**src/design/hfrc_pkg.sv**
```systemverilog
// hfrc_pkg: shared constants, types and the byte-wide crc-16 step for the
// hdlc frame receiver with crc check
// no dependencies
`default_nettype none

package hfrc_pkg;

  // framing bytes
  localparam logic [7:0] FlagByte = 8'h7E;
  localparam logic [7:0] EscByte  = 8'h7D;
  localparam logic [7:0] EscXor   = 8'h20;

  // crc seeds
  localparam logic [15:0] InitCcitt  = 16'hFFFF;
  localparam logic [15:0] InitXmodem = 16'h0000;

  // crc polynomials
  localparam logic [15:0] PolyCcittRefl = 16'h8408;
  localparam logic [15:0] PolyXmodem    = 16'h1021;

  // configuration port widths and defaults
  localparam int unsigned CfgIdxW  = 8;
  localparam int unsigned CfgDataW = 16;
  localparam logic [15:0] MaxLenReset = 16'd256;

  // configuration register indexes
  typedef enum logic [CfgIdxW-1:0] {
    REG_MAX_LEN  = 8'd0,
    REG_CRC_KIND = 8'd1
  } cfg_reg_e;

  // result event codes
  typedef enum logic [1:0] {
    EV_NONE     = 2'd0,
    EV_FRAME_OK = 2'd1,
    EV_CRC_ERR  = 2'd2,
    EV_OVERFLOW = 2'd3
  } event_e;

  // seed for the selected crc kind
  function automatic logic [15:0] crc_init(input logic kind);
    return kind ? InitXmodem : InitCcitt;
  endfunction

  // one byte through the crc, one bit per step
  function automatic logic [15:0] crc_byte_step(input logic [15:0] crc_in,
                                                input logic [7:0]  b,
                                                input logic        kind);
    logic [15:0] c;
    c = crc_in;
    if (kind) begin
      c = c ^ {b, 8'h00};
      for (int i = 0; i < 8; i++) begin
        c = c[15] ? ({c[14:0], 1'b0} ^ PolyXmodem) : {c[14:0], 1'b0};
      end
    end else begin
      c = c ^ {8'h00, b};
      for (int i = 0; i < 8; i++) begin
        c = c[0] ? ({1'b0, c[15:1]} ^ PolyCcittRefl) : {1'b0, c[15:1]};
      end
    end
    return c;
  endfunction

endpackage

`default_nettype wire

```
**src/design/hdlc_frame_receiver_crc_check.sv**
```systemverilog
// hdlc_frame_receiver_crc_check: byte-wise hdlc deframer with crc-16 check
// depends on hfrc_pkg
//
// Usage: raw line bytes enter on the s_axis channel, one word per byte. Every
// byte yields exactly one result word on m_axis: the unescaped data byte with
// its index in the frame (tuser bit 0 set), and/or a frame event (frame ok with
// payload length, crc error, overflow) in tuser bits 2:1. Escape bytes, aborts
// and short frames give a result with no data and no event.
// The result is in the output register in the cycle after its byte is accepted.
// Throughput: one byte per cycle unless stalled; the deframing, a byte-wide crc
// step and checksum compare sit between the accept edge and the output register.
// The output register frees up in the same cycle it is taken, so input is
// accepted while a result waits as long as m_axis_tready is high that cycle.
// When the downstream stalls, s_axis_tready drops and the held result stays.
// Configuration (cfg_*) is always ready: index 0 max frame length, index 1
// crc kind; writes are meant for idle periods. A new crc kind seeds the crc
// from the next frame restart.
// Reset: frame state cleared, no result held, max length 256, reflected ccitt.
`default_nettype none

module hdlc_frame_receiver_crc_check
  import hfrc_pkg::*;
(
  input  wire logic                clk_i,
  input  wire logic                rst_ni,
  // input byte stream
  input  wire logic                s_axis_tvalid,
  output      logic                s_axis_tready,
  input  wire logic [7:0]          s_axis_tdata,   // [7:0] rx_byte
  // result stream
  output      logic                m_axis_tvalid,
  input  wire logic                m_axis_tready,
  output      logic [39:0]         m_axis_tdata,   // [7:0] data_byte,
                                                   // [23:8] data_index,
                                                   // [39:24] payload_length
  output      logic [2:0]          m_axis_tuser,   // [0] data_valid,
                                                   // [2:1] event_res
  // configuration writes
  input  wire logic                cfg_valid_i,
  output      logic                cfg_ready_o,
  input  wire logic [CfgIdxW-1:0]  cfg_index_i,
  input  wire logic [CfgDataW-1:0] cfg_data_i
);

  // configuration registers
  logic [15:0] max_len_q;
  logic        crc_kind_q;

  // frame state
  logic        esc_q, esc_d;
  logic [15:0] cnt_q, cnt_d;
  logic [15:0] crc_q, crc_d;
  logic [7:0]  recent0_q, recent1_q;
  logic        store_byte;

  // output register
  logic        out_valid_q;
  logic        res_dv_q, res_dv_d;
  logic [7:0]  res_byte_q, res_byte_d;
  logic [15:0] res_idx_q, res_idx_d;
  event_e      res_ev_q, res_ev_d;
  logic [15:0] res_plen_q, res_plen_d;

  logic        in_acc;
  logic [7:0]  b_eff;
  logic [15:0] cnt_inc;
  logic [15:0] rx_crc;

  assign cfg_ready_o   = 1'b1;
  assign s_axis_tready = !out_valid_q || m_axis_tready;
  assign in_acc        = s_axis_tvalid && s_axis_tready;

  // configuration register writes
  always_ff @(posedge clk_i or negedge rst_ni) begin
    if (!rst_ni) begin
      max_len_q  <= MaxLenReset;
      crc_kind_q <= 1'b0;
    end else if (cfg_valid_i) begin
      unique case (cfg_index_i)
        REG_MAX_LEN:  max_len_q  <= cfg_data_i;
        REG_CRC_KIND: crc_kind_q <= cfg_data_i[0];
        default: ;
      endcase
    end
  end

  // deframing, crc step and frame check for one byte
  assign b_eff   = esc_q ? (s_axis_tdata ^ EscXor) : s_axis_tdata;
  assign cnt_inc = cnt_q + 16'd1;
  assign rx_crc  = {recent0_q, recent1_q};

  always_comb begin
    esc_d      = esc_q;
    cnt_d      = cnt_q;
    crc_d      = crc_q;
    store_byte = 1'b0;
    res_dv_d   = 1'b0;
    res_byte_d = 8'h00;
    res_idx_d  = 16'h0000;
    res_ev_d   = EV_NONE;
    res_plen_d = 16'h0000;
    if (s_axis_tdata == FlagByte) begin
      if (esc_q) begin
        esc_d = 1'b0;
      end else if (cnt_q >= 16'd2) begin
        if (crc_q == rx_crc) begin
          res_ev_d   = EV_FRAME_OK;
          res_plen_d = cnt_q - 16'd2;
        end else begin
          res_ev_d = EV_CRC_ERR;
        end
      end
      cnt_d = 16'h0000;
      crc_d = crc_init(crc_kind_q);
    end else if (!esc_q && s_axis_tdata == EscByte) begin
      esc_d = 1'b1;
    end else begin
      esc_d      = 1'b0;
      store_byte = 1'b1;
      res_dv_d   = 1'b1;
      res_byte_d = b_eff;
      res_idx_d  = cnt_q;
      if (cnt_q >= 16'd2) begin
        crc_d = crc_byte_step(crc_q, recent1_q, crc_kind_q);
      end
      cnt_d = cnt_inc;
      if (cnt_inc >= max_len_q) begin
        cnt_d    = 16'h0000;
        crc_d    = crc_init(crc_kind_q);
        res_ev_d = EV_OVERFLOW;
      end
    end
  end

  // frame state registers
  always_ff @(posedge clk_i or negedge rst_ni) begin
    if (!rst_ni) begin
      esc_q <= 1'b0;
      cnt_q <= 16'h0000;
      crc_q <= InitCcitt;
    end else if (in_acc) begin
      esc_q <= esc_d;
      cnt_q <= cnt_d;
      crc_q <= crc_d;
    end
  end

  // last two stored bytes, the received checksum candidates
  always_ff @(posedge clk_i) begin
    if (in_acc && store_byte) begin
      recent1_q <= recent0_q;
      recent0_q <= b_eff;
    end
  end

  // output register valid
  always_ff @(posedge clk_i or negedge rst_ni) begin
    if (!rst_ni) begin
      out_valid_q <= 1'b0;
    end else if (in_acc) begin
      out_valid_q <= 1'b1;
    end else if (m_axis_tready) begin
      out_valid_q <= 1'b0;
    end
  end

  // output register payload
  always_ff @(posedge clk_i) begin
    if (in_acc) begin
      res_dv_q   <= res_dv_d;
      res_byte_q <= res_byte_d;
      res_idx_q  <= res_idx_d;
      res_ev_q   <= res_ev_d;
      res_plen_q <= res_plen_d;
    end
  end

  assign m_axis_tvalid = out_valid_q;
  assign m_axis_tdata  = {res_plen_q, res_idx_q, res_byte_q};
  assign m_axis_tuser  = {res_ev_q, res_dv_q};

`ifndef SYNTH
  // a flag byte always restarts the frame count
  assert property (@(posedge clk_i) disable iff (!rst_ni)
    in_acc && s_axis_tdata == FlagByte |=> cnt_q == 16'h0000)
    else $error("frame count not cleared after flag byte");

  // a good frame or crc error never carries a data byte
  assert property (@(posedge clk_i) disable iff (!rst_ni)
    m_axis_tvalid && (m_axis_tuser[2:1] == EV_FRAME_OK ||
                      m_axis_tuser[2:1] == EV_CRC_ERR) |-> !m_axis_tuser[0])
    else $error("frame event reported together with a data byte");

  // an overflow result restarts the frame count
  assert property (@(posedge clk_i) disable iff (!rst_ni)
    in_acc && res_ev_d == EV_OVERFLOW |=> cnt_q == 16'h0000 && !esc_q)
    else $error("frame not restarted after overflow");
`endif

endmodule

`default_nettype wire
```
**config.mk**
```make
export PLATFORM = sky130hd
export DESIGN_NAME = hdlc_frame_receiver_crc_check
export DESIGN_NICKNAME = d
export VERILOG_FILES = /design/src/design/hfrc_pkg.sv /design/src/design/hdlc_frame_receiver_crc_check.sv
export SDC_FILE = /design/constraint.sdc
export NUM_CORES = 1
export LEC_CHECK = 0
export ABC_CLOCK_PERIOD_IN_PS = 10600
export BUFFER_PORTS_ARGS = -buffer_cell sky130_fd_sc_hd__buf_2
export CAP_MARGIN = 20
export CORE_MARGIN = 8
export CORE_UTILIZATION = 50
export CTS_CLUSTER_SIZE = 14
export DETAILED_ROUTE_END_ITERATION = 12
export PLACE_DENSITY = 0.71
export SYNTH_ARGS = -nofsm -noshare
export SYNTH_HDL_FRONTEND = slang
export SYNTH_SLANG_ARGS = --single-unit
export TNS_END_PERCENT = 10
```
**constraint.sdc**
```tcl
create_clock -name clk_i -period 10.6 [get_ports clk_i]
set_input_delay 1.06 -clock clk_i [delete_from_list [all_inputs] [get_ports clk_i]]
set_output_delay 1.06 -clock clk_i [all_outputs]
set_load 0.005 [all_outputs]
```
* Yosys cells after proc, flatten, opt, wreduce, memory -nomap -nowiden *
Index checks and enable logic that the tools add are counted.

storage, ports and cells
  flip-flop bits (word level) = 110
  input bits = 37
  output and inout port bits = 46
  logic and storage cells = 97

operators by class
  $add $sub $neg = 2
  $lt $le $gt $ge = 2
  eq/ne operators = 5
  mux-type cells = 38
  bitwise logic cells = 22
  reductions and logical operators = 15

operators by type and width
  cell                                                                                   count
  16-bit two-way mux                                                                     17
  13-bit two-way mux                                                                     8
  2-bit inverter with 3-bit output                                                       8
  3-bit inverter                                                                         8
  16-bit by 1-bit adder with 16-bit output (second input constant)                       1
  16-bit equality test                                                                   1
  8-bit by 7-bit equality test with 1-bit output (second input constant)                 2
  16-bit greater-or-equal comparator                                                     1
  16-bit by 2-bit greater-or-equal comparator with 1-bit output (second input constant)  1
  16-bit by 2-bit subtractor with 16-bit output (second input constant)                  1
  16-bit XOR                                                                             1
  16-bit by 8-bit XOR with 16-bit output                                                 1
  2-bit two-way mux                                                                      6
  8-bit by 1-bit equality test with 1-bit output (second input constant)                 1
  8-bit logical NOT                                                                      1
  1-bit two-way mux                                                                      6
  6-bit two-way mux                                                                      1
  2-bit AND reduction                                                                    3
  1-bit inverter                                                                         4
  4-bit OR reduction                                                                     1
  1-bit logical AND                                                                      3
  3-bit AND reduction                                                                    1
  3-bit nonzero test                                                                     1
  1-bit logical NOT                                                                      2
  other kinds (4)                                                                        4

* Depth between registers and ports, before layout *
  depth after elaboration = 22
  mapped depth = 15
  gate-level depth less buffers = 13

* Worst setup path before layout *
Ideal clock, no wire load.

  path type = in2reg
  start = in m_axis_tready
  end = reg recent0_q[0], enable pin
  library setup time = 0.388 ns
  arrival time = 3.547 ns
  required time = 10.212 ns
  path slack = 6.665 ns
  cell stages on the path = 7
  buffers on the path = 2
  cell sequence = nand2b_1 > nand2_1 > inv_1 > nand2_1 > clkbuf_1 > clkbuf_1 > nor2_1

on the way
  longest elaborated chain between the ends = 3

ends and longest elaborated chain
  element               RTL line                              text
  start, declared       hdlc_frame_receiver_crc_check.sv:32   input wire logic m_axis_tready,
  1-bit logical OR      hdlc_frame_receiver_crc_check.sv:70   assign s_axis_tready = !out_valid_q || m_axis_tready;
  1-bit logical AND     hdlc_frame_receiver_crc_check.sv:71   assign in_acc = s_axis_tvalid && s_axis_tready;
  named net in_acc      hdlc_frame_receiver_crc_check.sv:64   logic in_acc;
  1-bit logical AND     hdlc_frame_receiver_crc_check.sv:150  if (in_acc && store_byte) begin
  end signal, assigned  hdlc_frame_receiver_crc_check.sv:152  recent0_q <= b_eff;
  end, declared         hdlc_frame_receiver_crc_check.sv:53   logic [7:0] recent0_q, recent1_q;

The timed path passes the listed nets, and every way through them passes these cells.
A chain may end at the register's enable or synchronous reset.

* Final worst setup path *
  start = reg cnt_q[2]
  end = reg crc_q[11]

on the way
  longest elaborated chain between the ends = 5
  elaborated cells between the ends (all ways) = 8
  classes of those cells = add/sub: 1; order compare: 2; mux: 3; reduce/logical: 2

ends and longest elaborated chain
  element                                   RTL line                              text
  start, declared                           hdlc_frame_receiver_crc_check.sv:51   logic [15:0] cnt_q, cnt_d;
  start signal, assigned                    hdlc_frame_receiver_crc_check.sv:143  cnt_q <= cnt_d;
  16-bit by 1-bit adder with 16-bit output  hdlc_frame_receiver_crc_check.sv:89   assign cnt_inc = cnt_q + 16'd1;
  16-bit greater-or-equal comparator        hdlc_frame_receiver_crc_check.sv:127  if (cnt_inc >= max_len_q) begin
  16-bit two-way mux                        hdlc_frame_receiver_crc_check.sv:127
  16-bit two-way mux                        hdlc_frame_receiver_crc_check.sv:115  end else if (!esc_q && s_axis_tdata == EscByte) begin
  16-bit two-way mux                        hdlc_frame_receiver_crc_check.sv:102  if (s_axis_tdata == FlagByte) begin
  end signal, assigned                      hdlc_frame_receiver_crc_check.sv:140  crc_q <= InitCcitt;
  end signal, assigned                      hdlc_frame_receiver_crc_check.sv:144  crc_q <= crc_d;
  end, declared                             hdlc_frame_receiver_crc_check.sv:52   logic [15:0] crc_q, crc_d;

Several ways; a longest one is shown, not always the timed one. The select of a mux whose other input is x is not followed.

==> impl_metrics.csv <==
group,metric,value,unit
yosys,ys_seq_area_frac,0.518,
die,initial_core_util,0.515,
yosys,yosys_register_bits,110,
timing,drv_slew,0,
yosys,syn-num-nets,607,
yosys,ys.flop_type,"edfxtp_1",
detailed_routing,wl,14000,µm
setup_path,worstSetupStartpointType,"flop",
yosys,synth.cell_area,5930,µm²
clocking,cts.sinks,110,
global_routing,grtUsageTotal,0.184,
yosys,synth_most_common_cell,"edfxtp_1",
detailed_routing,first_pass_iters,4,
setup_path,critical_path_class,"reg -> reg",
timing,period_share,0.427,
power,ir_drop,0.0877,mV
yosys,yosys.cell_types.count,53,
timing,fin_crit,4530,ps
setup_path,crit_family,"simple AND/OR/NAND/NOR gates",
die,num_io_pins,83,
outcome,status,"finished, final reports clean",
cells_and_area,num_antenna_cells,0,
setup_path,reg2regPathDepth,13,
worst_hold_path,holdCritStartpoint,"recent0_q[0]",
timing,clock.fmax,0.221,GHz
clocking,numCtsBuffers,9,
global_routing,grt_pass1_wl,23300,µm
setup_path,slowest_delay,650,ps
setup_path,crit_chain,"ha_1 > and4_1 > nand3_1 > nor2_1 > nand3_1 > xnor2_1 > ha_1 > a21oi_2 > o21ai_1 > or4_4 > or3_1 > o21ai_2 > a221o_1",
power,powerDensity,218,nW/µm²
global_routing,grt_pass1_vias,4664,
clocking,clk_pin_slew,70,ps
setup_path,crit_buf_inv,0,
setup_path,worstSetupStartpoint,"cnt_q[2]",
place,dp_hpwl,10200,µm
clocking,root_buffer,"clkbuf_16",
setup_path,crit_path_top_delay_cell,"or3_1",
setup_path,r2r_end,"crc_q[11]",
global_routing,antenna_found_initial,0,
setup_path,cp.depth,13,
cells_and_area,area_growth,14.0,%
timing,skew,12.6,ps
clocking,cts_hold_buffers,0,
die,die_height,125,µm
detailed_routing,num_vias,4342,
detailed_routing,routedWlPerCell,18.3,µm
timing,setup_viol,0,
die,core,11500,µm²
worst_hold_path,hold_path_class,"reg -> reg",
clocking,cts.path.max_buffers,2,
yosys,synthTopCellsByCount,"edfxtp_1, xnor2_1, nand2_1",
setup_path,r2r_slack,6070,ps
setup_path,r2r-start,"cnt_q[2]",
yosys,syn_area_per_cell,10.8,µm²
setup_path,worstPathArrival,4820,ps
power,leakage,0.00285,µW
die,fp.dieW,125,µm
timing,relSlewSlack,0.425,
detailed_routing,ant_nets,0,
yosys,synth_cells,550,
detailed_routing,drc,0,
global_routing,grt_overflow,0,
yosys,yosysWarnings,0,
clocking,htreeDepth,3,
yosys,yosys-top-cells-area,"edfxtp_1, dfrtp_1, xnor2_1, dfstp_2, ha_1",
place,gp_congestion,0.887,
cells_and_area,drive_gt1_frac,0.210,
yosys,yosysTopAreaCellShare,0.299,
detailed_routing,drtIter0Drc,300,
place,port-buffer-count,81,
timing,fin_setup_tns,0,ps
clocking,cts.repair.resized,0,
setup_path,endpoint_kind,"flop",
setup_path,crit_required,10900,ps
timing,rsz0062_at_grt,"false",
timing,tightest_slew,863,ps
clocking,clock_latency,350,ps
die,rows,39,
yosys,synth_edf_count,59,
clocking,cts_tree,"yes",
detailed_routing,viasPerCell,5.67,
setup_path,crit_end,"crc_q[11]",
cells_and_area,nets,675,
setup_path,critPathMaxFanout,18,
power,finalPower,1480,µW
yosys,synth_top_cell_by_area,"edfxtp_1",
global_routing,grt_max_degree,52,
clocking,post_cts_buffers,0,
yosys,synthArstFlopShare,0.464,
timing,hold_viol,0,
die,fp.dieArea,15600,µm²
run,max_cap_violations,0,
per-stage QoR:
| stage | util | hold WS (ps) | instances | setup WS (ps) | instance area [µm²] |
|---|---|---|---|---|---|
| 5_1_grt | 0.587 | 487 | 766 | 5770 | 6760 |
| 3_5_place_dp | 0.556 | 468 | 747 | 6160 | 6400 |
| 2_1_floorplan | - | 449 | 550 | 6660 | 5930 |
| 3_3_place_gp | 0.556 | 463 | 747 | 6330 | 6400 |
| 6_report | 0.587 | 471 | 766 | 6070 | 6760 |
| 4_1_cts | 0.582 | 469 | 763 | 6130 | 6700 |
worst min-delay path by stage:
stage / end / slack, ps / cells past startpoint
after detailed placement: recent1_q[1] / 470 / 0
after floorplan: recent1_q[0] / 450 / 0
after global routing: recent1_q[0] / 490 / 0
after CTS: recent1_q[0] / 470 / 0
final: recent1_q[0] / 470 / 0
after global placement: recent1_q[1] / 460 / 0
state kept, by name, indices dropped and copies added (netlist names):
| name | count |
|---|---|
| cnt_q | 16 |
| crc_q | 16 |
| max_len_q | 16 |
| res_idx_q | 16 |
| res_plen_q | 16 |
| recent0_q | 8 |
| recent1_q | 8 |
| res_byte_q | 8 |
| res_ev_q | 2 |
| crc_kind_q | 1 |
| esc_q | 1 |
| m_axis_tvalid | 1 |
| res_dv_q | 1 |
layer usage:
layer	wire length, µm	GRT usage
met3	655	0.0437
met2	7340	0.325
met5	0	0
met1	5900	0.217
met4	142	0.0552
where the power goes:
part	switching [µW]	internal [µW]	total (µW)
clock	151	197	348
combinational	246	254	500
sequential	88.4	539	628
total	486	990	1480
cells by family after synthesis:
| logic type | Yosys count | share of synthesized area |
|---|---|---|
| XOR/XNOR | 79 | 0.126 |
| AO/OA/AOI/OAI | 91 | 0.104 |
| multiplexers | 8 | 0.0139 |
| flip-flops | 110 | 0.518 |
| adder cells (fa/ha/maj) | 20 | 0.0422 |
| other | 1 | 0.000633 |
| AND/OR/NAND/NOR | 181 | 0.152 |
| buffers and inverters | 60 | 0.0439 |
worst register-to-register path: stages (launching register included):
cell	delay [ps]
dfrtp_1	570
ha_1	240
and4_1	270
nand3_1	220
nor2_1	280
nand3_1	170
xnor2_1	180
ha_1	310
a21oi_2	130
o21ai_1	90
or4_4	540
or3_1	660
o21ai_2	560
a221o_1	260
cell usage in the layout, fill, tap and decap left out, types with 5 or more instances in the layout:
master / count
buf_2: 81
edfxtp_1: 59
xnor2_1: 55
nand2_1: 51
nor2_1: 49
dfrtp_1: 34
o21ai_0: 32
inv_1: 26
xor2_1: 20
ha_1: 20
nor2b_1: 18
dfstp_2: 17
a21oi_1: 15
nor3_1: 11
a221o_1: 11
nand3_1: 10
nand4_1: 9
clkbuf_16: 9
nor4_1: 7
a211oi_1: 7
mux2i_1: 6
buf_4: 6
nand2b_1: 5
cell type report:
type                       count  area, µm²
fill                         996       4760
timing repair buffer          90        505
clock buffer                  13        260
sequential                   110       3070
multi-input combinational    380       2600
clock inverter                 3       43.8
inverter                      27        101
tap                          143        179
(Power assumes the default switching activity.)
